==> src/hw/rtl/pfc_pkg.sv <==
`default_nettype none

package pfc_pkg;

	localparam int VALUE_W = 32;
	localparam int COUNT_W = 11;
	localparam int DIV_W = 16;
	localparam int SQ_W = 32;
	localparam int STEP_W = 4;
	localparam int COUNT_FIELD_MAX = 2047;

	localparam logic [DIV_W-1:0] DIV_FIRST = 16'd3;
	localparam logic [SQ_W-1:0] SQ_FIRST = 32'd9;
	localparam logic [VALUE_W-1:0] VALUE_TWO = 32'd2;

	typedef logic [STEP_W-1:0] step_t;

	typedef struct packed {
		logic signed [VALUE_W-1:0] value;
		logic last;
	} in_word_t;

	typedef struct packed {
		logic signed [VALUE_W-1:0] value_out;
		logic is_prime;
		logic [COUNT_W-1:0] prime_count;
		logic last_out;
	} out_word_t;

	typedef enum logic [2:0] {
		OP_NOP,
		OP_LOAD,
		OP_START,
		OP_STEP,
		OP_SET_P,
		OP_CLR_P,
		OP_EMIT
	} op_t;

	typedef enum logic [3:0] {
		C_NEVER,
		C_ALWAYS,
		C_NO_IN,
		C_LE1,
		C_EQ2,
		C_EVEN,
		C_SQ_GT,
		C_REM_BUSY,
		C_REM_ZERO,
		C_OUT_BUSY
	} cond_t;

	typedef struct packed {
		op_t op;
		cond_t cond;
		step_t target;
	} ucode_t;

	typedef struct packed {
		logic in_valid;
		logic le1;
		logic eq2;
		logic even;
		logic sq_gt;
		logic rem_busy;
		logic rem_zero;
		logic out_busy;
	} status_t;

	localparam step_t S_FETCH = 4'd0;
	localparam step_t S_LE1 = 4'd1;
	localparam step_t S_EQ2 = 4'd2;
	localparam step_t S_EVEN = 4'd3;
	localparam step_t S_LOOP = 4'd4;
	localparam step_t S_DIV = 4'd5;
	localparam step_t S_WAIT = 4'd6;
	localparam step_t S_TEST = 4'd7;
	localparam step_t S_BACK = 4'd8;
	localparam step_t S_PRIME = 4'd9;
	localparam step_t S_NOTP = 4'd10;
	localparam step_t S_EMIT = 4'd11;
	localparam step_t S_RET = 4'd12;

	// control store: a jump is taken when its condition holds, else step + 1
	function automatic ucode_t ucode_rom(input step_t step);
		ucode_t w;
		w = '{op: OP_NOP, cond: C_ALWAYS, target: S_FETCH};
		unique case (step)
			S_FETCH: w = '{op: OP_LOAD, cond: C_NO_IN, target: S_FETCH};
			S_LE1: w = '{op: OP_NOP, cond: C_LE1, target: S_NOTP};
			S_EQ2: w = '{op: OP_NOP, cond: C_EQ2, target: S_PRIME};
			S_EVEN: w = '{op: OP_NOP, cond: C_EVEN, target: S_NOTP};
			S_LOOP: w = '{op: OP_NOP, cond: C_SQ_GT, target: S_PRIME};
			S_DIV: w = '{op: OP_START, cond: C_NEVER, target: S_FETCH};
			S_WAIT: w = '{op: OP_NOP, cond: C_REM_BUSY, target: S_WAIT};
			S_TEST: w = '{op: OP_STEP, cond: C_REM_ZERO, target: S_NOTP};
			S_BACK: w = '{op: OP_NOP, cond: C_ALWAYS, target: S_LOOP};
			S_PRIME: w = '{op: OP_SET_P, cond: C_ALWAYS, target: S_EMIT};
			S_NOTP: w = '{op: OP_CLR_P, cond: C_NEVER, target: S_FETCH};
			S_EMIT: w = '{op: OP_EMIT, cond: C_OUT_BUSY, target: S_EMIT};
			S_RET: w = '{op: OP_NOP, cond: C_ALWAYS, target: S_FETCH};
			default: w = '{op: OP_NOP, cond: C_ALWAYS, target: S_FETCH};
		endcase
		return w;
	endfunction

endpackage

`default_nettype wire

==> src/hw/rtl/prime_filter_counter_top.sv <==
`default_nettype none

// Trial-division primality filter. Each word on in_data gives one word on out_data
// carrying the value, its prime flag, the running prime count of the current array
// (saturating at MAX_ITEMS, or 2047 if MAX_ITEMS is larger) and the last flag; the
// count clears after the word marked last. One word is worked on at a time by a
// microcoded sequencer. A value of 1 or less, 2, or an even value is decided
// without the divisor loop; an odd value is tried against the odd divisors from 3
// upward while the divisor's square is no more than the value, and is prime if none
// divides it. Each divisor passes through the serial remainder unit and the loop
// control. After a result is registered the sequencer returns through S_RET to
// S_FETCH, where the next word is accepted. The result register lets the next word
// be accepted while a result waits on out_ready.
module prime_filter_counter_top #(
	parameter int MAX_ITEMS = 1024
) (
	input wire logic clk,
	input wire logic arst_n,
	input wire logic in_valid,
	output logic in_ready,
	input wire pfc_pkg::in_word_t in_data,
	output logic out_valid,
	input wire logic out_ready,
	output pfc_pkg::out_word_t out_data
);

	localparam logic [pfc_pkg::COUNT_W-1:0] COUNT_LIMIT = pfc_pkg::COUNT_W'(
		(MAX_ITEMS < pfc_pkg::COUNT_FIELD_MAX) ? MAX_ITEMS : pfc_pkg::COUNT_FIELD_MAX);

	pfc_pkg::op_t op;
	pfc_pkg::status_t status;
	logic fetch;
	logic signed [pfc_pkg::VALUE_W-1:0] value;
	logic last;
	logic prime;
	logic le1;
	logic eq2;
	logic even;
	logic sq_gt;
	logic rem_busy;
	logic rem_zero;
	logic out_free;
	logic emit;
	logic out_valid_q;
	pfc_pkg::out_word_t out_q;
	logic [pfc_pkg::COUNT_W-1:0] count_q;
	logic [pfc_pkg::COUNT_W-1:0] count_next;

	assign out_free = !out_valid_q || out_ready;
	assign emit = (op == pfc_pkg::OP_EMIT) && out_free;

	assign status = '{
		in_valid: in_valid,
		le1: le1,
		eq2: eq2,
		even: even,
		sq_gt: sq_gt,
		rem_busy: rem_busy,
		rem_zero: rem_zero,
		out_busy: !out_free
	};

	pfc_seq u_seq (
		.clk(clk),
		.arst_n(arst_n),
		.status(status),
		.op(op),
		.fetch(fetch)
	);

	pfc_dpath u_dpath (
		.clk(clk),
		.arst_n(arst_n),
		.op(op),
		.in_data(in_data),
		.value(value),
		.last(last),
		.prime(prime),
		.le1(le1),
		.eq2(eq2),
		.even(even),
		.sq_gt(sq_gt),
		.rem_busy(rem_busy),
		.rem_zero(rem_zero)
	);

	assign count_next = (prime && (count_q < COUNT_LIMIT)) ? count_q + 1'b1 : count_q;

	always_ff @(posedge clk or negedge arst_n) begin
		if (!arst_n) begin
			out_valid_q <= 1'b0;
			count_q <= '0;
		end else begin
			if (emit) begin
				out_valid_q <= 1'b1;
				count_q <= last ? '0 : count_next;
			end else if (out_ready) begin
				out_valid_q <= 1'b0;
			end
		end
	end

	always_ff @(posedge clk) begin
		if (emit) begin
			out_q.value_out <= value;
			out_q.is_prime <= prime;
			out_q.prime_count <= count_next;
			out_q.last_out <= last;
		end
	end

	assign in_ready = fetch;
	assign out_valid = out_valid_q;
	assign out_data = out_q;

endmodule

`default_nettype wire

==> src/hw/rtl/pfc_rem.sv <==
`default_nettype none

// serial restoring remainder, one dividend bit per cycle
module pfc_rem (
	input wire logic clk,
	input wire logic arst_n,
	input wire logic start,
	input wire logic [pfc_pkg::VALUE_W-1:0] dividend,
	input wire logic [pfc_pkg::DIV_W-1:0] divisor,
	output logic busy,
	output logic zero
);

	localparam int CNT_W = $clog2(pfc_pkg::VALUE_W);

	logic busy_q;
	logic [CNT_W-1:0] cnt_q;
	logic [pfc_pkg::VALUE_W-1:0] dvd_q;
	logic [pfc_pkg::DIV_W-1:0] rem_q;
	logic [pfc_pkg::DIV_W:0] shifted;
	logic [pfc_pkg::DIV_W:0] diff;

	assign shifted = {rem_q, dvd_q[pfc_pkg::VALUE_W-1]};
	assign diff = shifted - {1'b0, divisor};

	always_ff @(posedge clk or negedge arst_n) begin
		if (!arst_n) begin
			busy_q <= 1'b0;
			cnt_q <= '0;
		end else if (start) begin
			busy_q <= 1'b1;
			cnt_q <= '0;
		end else if (busy_q) begin
			cnt_q <= cnt_q + 1'b1;
			if (cnt_q == CNT_W'(pfc_pkg::VALUE_W - 1)) begin
				busy_q <= 1'b0;
			end
		end
	end

	always_ff @(posedge clk) begin
		if (start) begin
			dvd_q <= dividend;
			rem_q <= '0;
		end else if (busy_q) begin
			dvd_q <= {dvd_q[pfc_pkg::VALUE_W-2:0], 1'b0};
			// remainder stays below the divisor, so the low bits suffice
			if (shifted >= {1'b0, divisor}) begin
				rem_q <= diff[pfc_pkg::DIV_W-1:0];
			end else begin
				rem_q <= shifted[pfc_pkg::DIV_W-1:0];
			end
		end
	end

	assign busy = busy_q;
	assign zero = (rem_q == '0);

endmodule

`default_nettype wire

==> src/hw/rtl/pfc_dpath.sv <==
`default_nettype none

module pfc_dpath (
	input wire logic clk,
	input wire logic arst_n,
	input wire pfc_pkg::op_t op,
	input wire pfc_pkg::in_word_t in_data,
	output logic signed [pfc_pkg::VALUE_W-1:0] value,
	output logic last,
	output logic prime,
	output logic le1,
	output logic eq2,
	output logic even,
	output logic sq_gt,
	output logic rem_busy,
	output logic rem_zero
);

	logic signed [pfc_pkg::VALUE_W-1:0] value_q;
	logic last_q;
	logic prime_q;
	logic [pfc_pkg::DIV_W-1:0] d_q;
	logic [pfc_pkg::SQ_W-1:0] sq_q;
	logic [pfc_pkg::DIV_W+1:0] sq_inc;

	// (d + 2)^2 = d^2 + 4d + 4
	assign sq_inc = {d_q, 2'b00} + (pfc_pkg::DIV_W+2)'(4);

	always_ff @(posedge clk) begin
		unique case (op)
			pfc_pkg::OP_LOAD: begin
				value_q <= in_data.value;
				last_q <= in_data.last;
				d_q <= pfc_pkg::DIV_FIRST;
				sq_q <= pfc_pkg::SQ_FIRST;
			end
			pfc_pkg::OP_STEP: begin
				d_q <= d_q + pfc_pkg::DIV_W'(2);
				sq_q <= sq_q + pfc_pkg::SQ_W'(sq_inc);
			end
			pfc_pkg::OP_SET_P: prime_q <= 1'b1;
			pfc_pkg::OP_CLR_P: prime_q <= 1'b0;
			pfc_pkg::OP_NOP, pfc_pkg::OP_START, pfc_pkg::OP_EMIT: begin
			end
			default: begin
			end
		endcase
	end

	pfc_rem u_rem (
		.clk(clk),
		.arst_n(arst_n),
		.start(op == pfc_pkg::OP_START),
		.dividend(value_q),
		.divisor(d_q),
		.busy(rem_busy),
		.zero(rem_zero)
	);

	// negative values count as not prime
	assign le1 = value_q[pfc_pkg::VALUE_W-1] || (value_q[pfc_pkg::VALUE_W-2:1] == '0);
	assign eq2 = (value_q == pfc_pkg::VALUE_TWO);
	assign even = !value_q[0];
	assign sq_gt = (sq_q > value_q);

	assign value = value_q;
	assign last = last_q;
	assign prime = prime_q;

endmodule

`default_nettype wire

==> src/hw/rtl/pfc_seq.sv <==
`default_nettype none

module pfc_seq (
	input wire logic clk,
	input wire logic arst_n,
	input wire pfc_pkg::status_t status,
	output pfc_pkg::op_t op,
	output logic fetch
);

	pfc_pkg::step_t pc_q;
	pfc_pkg::ucode_t uw;
	logic take;

	assign uw = pfc_pkg::ucode_rom(pc_q);

	always_comb begin
		unique case (uw.cond)
			pfc_pkg::C_NEVER: take = 1'b0;
			pfc_pkg::C_ALWAYS: take = 1'b1;
			pfc_pkg::C_NO_IN: take = !status.in_valid;
			pfc_pkg::C_LE1: take = status.le1;
			pfc_pkg::C_EQ2: take = status.eq2;
			pfc_pkg::C_EVEN: take = status.even;
			pfc_pkg::C_SQ_GT: take = status.sq_gt;
			pfc_pkg::C_REM_BUSY: take = status.rem_busy;
			pfc_pkg::C_REM_ZERO: take = status.rem_zero;
			pfc_pkg::C_OUT_BUSY: take = status.out_busy;
			default: take = 1'b1;
		endcase
	end

	always_ff @(posedge clk or negedge arst_n) begin
		if (!arst_n) begin
			pc_q <= pfc_pkg::S_FETCH;
		end else if (take) begin
			pc_q <= uw.target;
		end else begin
			pc_q <= pc_q + 1'b1;
		end
	end

	assign op = uw.op;
	assign fetch = (pc_q == pfc_pkg::S_FETCH);

endmodule

`default_nettype wire
==> config.mk <==
export PLATFORM = sky130hd
export DESIGN_NAME = prime_filter_counter_top
export DESIGN_NICKNAME = d
export VERILOG_FILES = /design/src/hw/rtl/pfc_pkg.sv /design/src/hw/rtl/prime_filter_counter_top.sv /design/src/hw/rtl/pfc_rem.sv /design/src/hw/rtl/pfc_dpath.sv /design/src/hw/rtl/pfc_seq.sv
export SDC_FILE = /design/constraint.sdc
export NUM_CORES = 1
export LEC_CHECK = 0
export ABC_CLOCK_PERIOD_IN_PS = 9510
export BUFFER_PORTS_ARGS = -buffer_cell sky130_fd_sc_hd__buf_2
export CAP_MARGIN = 25
export CORE_MARGIN = 2
export CORE_UTILIZATION = 35
export CTS_CLUSTER_SIZE = 12
export DETAILED_ROUTE_END_ITERATION = 6
export PLACE_DENSITY_LB_ADDON = 0.08
export SLEW_MARGIN = 20
export SYNTH_ARGS = -nofsm -noshare
export SYNTH_HDL_FRONTEND = slang
export SYNTH_SLANG_ARGS = --single-unit
export TNS_END_PERCENT = 10
==> constraint.sdc <==
create_clock -name clk -period 9.51 [get_ports clk]
set_input_delay 0.951 -clock clk [delete_from_list [all_inputs] [get_ports clk]]
set_output_delay 0.951 -clock clk [all_outputs]
set_load 0.02 [all_outputs]
## Word level (Yosys, flattened, before mapping)

Memories as Yosys holds them, arrays and structs flattened.
Cells that the tools add are included.

| operators by class | value |
|---|---|
| reduce and logical (&&, ||, !) cells | 16 |
| equal/unequal tests | 16 |
| $add $sub $neg | 7 |
| muxes and demuxes | 17 |
| $lt $le $gt $ge | 3 |

Operators by type and width:

| operator | count |
|---|---|
| $mux 32 | 2 |
| $pmux 32 s2 | 1 |
| $add 32x18->32 | 1 |
| $eq 32x2->1 const B | 1 |
| $gt 32x32->1 | 1 |
| $pmux 16 s2 | 1 |
| $logic_not 30->1 | 1 |
| $mux 11 | 2 |
| $add 18x3->18 const B | 1 |
| $ge 17x16->1 | 1 |
| $add 16x2->16 const B | 1 |
| $eq 4x3->1 const B | 4 |
| $logic_not 16->1 | 1 |
| $mux 16 | 1 |
| $sub 16x16->16 | 1 |
| $add 11x1->11 const B | 1 |
| $lt 11x11->1 const B | 1 |
| $mux 5 | 2 |
| $eq 3x3->1 const B | 3 |
| $pmux 1 s9 | 1 |
| $eq 4x2->1 const B | 2 |
| $eq 4x4->1 const B | 2 |
| $logic_not 4->1 | 2 |
| $reduce_bool 2->1 | 4 |
| other kinds (11) | 21 |

| word-level totals | value |
|---|---|
| output and inout bits | 47 |
| memories kept | 1 |
| bits of input ports | 37 |
| register bits | 197 |
| logic and storage cells | 76 |
| ROM bits | 176 |

Memory list:

| memory | depth | bits a word | read ports | clocked after Yosys merged registers in | wr ports | line | RTL |
|---|---|---|---|---|---|---|---|
| (name not given) | 16 | 11 | 1 | 0 | 0 | pfc_pkg.sv:88 | `unique case (step)` |

## Logic depth before layout (Yosys ltp)

| logic depth | value |
|---|---|
| depth in word-level cells | 5 |
| depth in mapped cells | 15 |
| mapped depth without buffers | 15 |

## Cells and area by module

From an unflattened synthesis, not the netlist that was laid out.

| unflattened totals | value |
|---|---|
| cell total of the unflattened synthesis | 980 |
| area, all modules | 11140.7 um2 |

By module, submodules not included:

| module | seq. area each (um2) | area each (um2) | instances | cells each |
|---|---|---|---|---|
| pfc_dpath | 2342.2 | 4868.4 | 1 | 451 |
| pfc_rem | 1431.4 | 3492.1 | 1 | 331 |
| prime_filter_counter_top | 1651.6 | 2150.8 | 1 | 128 |
| pfc_seq | 100.1 | 629.4 | 1 | 70 |

## Worst setup path before layout

OpenSTA, ideal clock, no wires.

| timing | value |
|---|---|
| path kind | flip-flop to flip-flop |
| from | reg u_seq.pc_q[0] |
| to | reg u_dpath.sq_q[10] (netlist bit) (data pin) |
| slack | 5975 ps |
| arrival time | 3269 ps |
| setup time | 266 ps |
| buffers on the path | 1 |
| period minus slack after synthesis | 3535 ps |
| data required time | 9244 ps |
| stages on the path, launching flop included | 11 |
| cell sequence | dfrtp_1 inv_1 ha_1 nor2b_1 nor2_1 nor2_1 a21oi_1 clkinv_1 nand2_1 clkbuf_1 nor2_1 |

| on the way | value |
|---|---|
| cells in the longest elaborated chain, start to end | 3 |
| elaborated cells on any way between the ends | 4 |
| those cells by class | eq/ne: 2; mux: 1; memory: 1 |

Ends and longest elaborated chain:

| what | line | RTL |
|---|---|---|
| start: declaration | pfc_seq.sv:11 | `pfc_pkg::step_t pc_q;` |
| start signal: assignment | pfc_seq.sv:35 | `pc_q <= pfc_pkg::S_FETCH;` |
| start signal: assignment | pfc_seq.sv:37 | `pc_q <= uw.target;` |
| start signal: assignment | pfc_seq.sv:39 | `pc_q <= pc_q + 1'b1;` |
| $mem_v2 16x11 * | - |  |
| $eq 3x2->1 or $eq 3x1->1 (tied branches) | pfc_dpath.sv:30 | `unique case (op)` |
| $pmux 32 s2 * | pfc_dpath.sv:30 |  |
| end signal: assignment | pfc_dpath.sv:35 | `sq_q <= pfc_pkg::SQ_FIRST;` |
| end signal: assignment | pfc_dpath.sv:39 | `sq_q <= sq_q + pfc_pkg::SQ_W'(sq_inc);` |
| end: declaration | pfc_dpath.sv:23 | `logic [pfc_pkg::SQ_W-1:0] sq_q;` |

Mark *: on every way between the ends. The rest lies on a longest branch, timed or not.
A chain may end at the register's enable or synchronous reset.

## Worst setup path in the final report

| timing | value |
|---|---|
| from | reg u_dpath.d_q[4] (netlist bit) |
| to | reg u_dpath.sq_q[31] (netlist bit) (data pin) |

| on the way | value |
|---|---|
| cells in the longest elaborated chain, start to end | 3 |

Ends and longest elaborated chain:

| what | line | RTL |
|---|---|---|
| start: declaration | pfc_dpath.sv:22 | `logic [pfc_pkg::DIV_W-1:0] d_q;` |
| start signal: assignment | pfc_dpath.sv:34 | `d_q <= pfc_pkg::DIV_FIRST;` |
| start signal: assignment | pfc_dpath.sv:38 | `d_q <= d_q + pfc_pkg::DIV_W'(2);` |
| $add 18x3->18 | pfc_dpath.sv:27 | `assign sq_inc = {d_q, 2'b00} + (pfc_pkg::DIV_W+2)'(4);` |
| net u_dpath.sq_inc (one bit) | pfc_dpath.sv:24 | `logic [pfc_pkg::DIV_W+1:0] sq_inc;` |
| $add 32x18->32 | pfc_dpath.sv:39 |  |
| $pmux 32 s2 | pfc_dpath.sv:30 |  |

The timed path passes the listed nets, and every way through them passes these cells.

==> impl_metrics.ini <==
[worst_setup_path]
r2r_cells = 15
crit_chain = nand2_1, nor2_1, nand2_1, nor2_1, nand3_1, xnor2_1, ha_1, a21o_1, a21o_1, a21oi_1, o31ai_1, a2111oi_2, nor4_1, xnor2_1, nor2_1
arrival_ps = 4010
worstSetupStartpointType = flop
worst-path-stages = 15
reg2reg_setup_slack_ps = 5660
critPathMaxFanout = 7
crit_family = compound AO/OA/AOI/OAI gates
r2r-end = u_dpath.sq_q[31]$_SDFFCE_PN0P_
required_ps = 9670
path_buf_inv = 0
max_stage_delay_ps = 930
critical_path.startpoint = u_dpath.d_q[4]$_SDFFCE_PN0P_
end_kind = flop
crit_slowest_cell = a2111oi_2
reg2reg_from = u_dpath.d_q[4]$_SDFFCE_PN0P_
crit_type = reg -> reg
crit_path_frequent_cell = nor2_1
crit_path_end = u_dpath.sq_q[31]$_SDFFCE_PN0P_

[clock_tree]
tritoncts = done
ctsResizeCount = 0
postCtsSetupBuffers = 0
cts_buffer_depth = 2
numCtsBuffers = 17
postCtsHoldBufs = 0
clock_sinks = 193
clk_pin_slew_ps = 80
cts_root_buffer = clkbuf_16
htreeDepth = 4
clock_latency_ps = 440

[route]
drt_wl_total_um = 23200
drtIter0Drc = 305
routedWlPerCell_um = 16.8
dr_total_vias = 6869
vias_per_cell = 4.97
drt_pass1_iterations = 5
detail-route-antenna-nets = 0
drc_errors = 0

[layout]
final_cells = 1381
n_antenna_cell = 0
drive_gt1_share_pct = 18.4
multiInputGateArea_um2 = 4410
nNetsFinal = 1093
utilization_pct = 40.8
area_growth_pct = 14.4
nFillCells = 2770
postLayoutCellArea_um2 = 11700
regArea_um2 = 5530

[place]
routabilityCongestion = 0.800
dpl-instance-area_um2 = 11100
dp_cells = 1347
hpwl_um = 16600
portBuffers = 83
dp_slack_ps = 5700

[yosys]
synthCells = 892
synth_top_cells_by_count = 155 x edfxtp_1, 79 x nor2_1, 70 x ha_1
synth-edff-count = 155
ys_seq_area_share_pct = 53.9
synth_warnings = 0
ys_seq_elements = 193
ys_types = 65
yosysMostFrequentCell = edfxtp_1
postSynth.asyncResetShare_pct = 11.4
syn_area_um2 = 10300
synth_fp_nets = 1001
yosysTopAreaCellShare_pct = 45.4
synth-main-ff-cell = edfxtp_1
yosysTopAreaCell = edfxtp_1
avgSynthCellArea_um2 = 11.5
synth_area_leaders = edfxtp_1 45%, ha_1 8.5%, dfrtp_1 5.4%

[sta]
setup_viol = 0
slew_headroom_pct = 35.6
fin_skew_ps = 18.8
setup_tns_ps = 0
post-route-min-period_ps = 3850
finalMaxSlewViolations = 0
fmax_mhz = 260
tightest_slew_ps = 964
hold_viol_final = 0
rsz0062_at_grt = no
timing.hold.ws_ps = 481
setup_slack_ps = 5660
period_share_pct = 40.5

[global_route]
grt_pass1_wl_um = 37200
grt.total_usage_pct = 15.5
overflow = 0
grt_pass1_vias = 6770
antenna_found_initial = 0
grt_max_degree = 53

[floorplanning]
die_area_um2 = 30700
num_rows = 62
start_util_pct = 35.6
core-area_um2 = 28800
io_pins = 84
die_y_um = 175
die_w_um = 175

[run]
max-cap-violations = 0

[power_and_ir_drop]
leakage_nw = 4.74
cellPowerDensity_nw_per_um2 = 383
irDropWorstVdd_uv = 184
p_total_mw = 4.50

[run_status]
status = complete, no violations

[hold_path]
worst_hold_path_type = in -> async
[cell type report]
type,count,share of cell area (%)
repair buffers,92,4.23
well taps,384,4.09
inverters,65,2.08
clock buffers,17,3.63
flip-flops and latches,193,47.1
multi-input cells,615,37.6
clock inverters,15,1.32
[power by group]
part / switching [mW] / internal (mW)
clock: 0.335 / 0.391
combinational: 1.26 / 0.909
sequential: 0.269 / 1.33
[flip-flops by register name (all words and copies together), names as in the netlist]
register,count
u_dpath.value,32
u_dpath.last,1
out_valid,1
u_dpath.prime,1
u_dpath.d_q,15
u_dpath.u_rem.busy,1
u_dpath.u_rem.dvd_q,32
out_data,45
u_dpath.u_rem.rem_q,16
count_q,11
u_dpath.u_rem.cnt_q,5
u_dpath.sq_q,29
u_seq.pc_q,4
[cell families (layout without fill, tap and decap cells)]
group | after synthesis | in the layout | synth area share [%]
flip-flops | 193 | 193 | 53.9
AO/OA/AOI/OAI | 170 | 170 | 11.4
multiplexers | 39 | 39 | 4.19
AND/OR/NAND/NOR | 278 | 278 | 13.5
adder cells (fa/ha/maj) | 72 | 72 | 8.93
buffers and inverters | 84 | 189 | 3.32
XOR/XNOR | 56 | 56 | 4.78
[layout by cell type, fill, tap and decap left out, drive strengths merged, types with 5 or more instances in the layout]
cell type | netlist | layout
a21oi | 36 | 36
inv | 64 | 70
dfxtp | 16 | 16
edfxtp | 155 | 155
and2 | 12 | 12
nor4 | 18 | 18
a211oi | 16 | 16
clkinv | 1 | 6
xnor2 | 37 | 37
a21o | 24 | 24
clkbuf | 14 | 18
o21bai | 5 | 5
and3 | 18 | 18
ha | 70 | 70
dfrtp | 22 | 22
mux2 | 31 | 31
o21a | 6 | 6
o21ai | 47 | 47
or3 | 6 | 6
nand2 | 62 | 62
buf | 5 | 91
o31ai | 5 | 5
nand3 | 22 | 22
nor2 | 79 | 79
nand4 | 12 | 12
nand2b | 8 | 8
xor2 | 19 | 19
mux2i | 8 | 8
nor3 | 12 | 12
or2 | 6 | 6
nor3b | 7 | 7
nor2b | 7 | 7
[worst min path at each step]
stage,from,endpoint,slack [ps]
finish,arst_n,count_q[2]$_DFFE_PN0P_,480
global route,arst_n,count_q[2]$_DFFE_PN0P_,500
CTS,arst_n,count_q[2]$_DFFE_PN0P_,490
detailed placement,u_dpath.value[29]$_DFFE_PP_,out_data[42]$_DFFE_PP_,480
global placement,u_dpath.value[29]$_DFFE_PP_,out_data[42]$_DFFE_PP_,480
floorplan,u_dpath.last$_DFFE_PP_,out_data[0]$_DFFE_PP_,430
[metal layers]
layer	vias to the layer above	routed length (µm)	GRT usage, %	share of wire [%]
li1	3451	-	-	-
met1	3315	11300	21.1	49
met2	90	11100	25.6	48
met3	13	579	2.76	2.5
met4	0	223	3.65	0.96
met5	-	0	0	0
[worst reg2reg max path: cells and delay by family, from the launching register on]
kind                       cells  cell delay (ps)
and+or+nand+nor                7              830
DFF                            1              420
xor gates and xnor gates       2              430
adders and majority gates      1              320
AOI/OAI and AO/OA              5             1600
(Power assumes the default switching activity.)
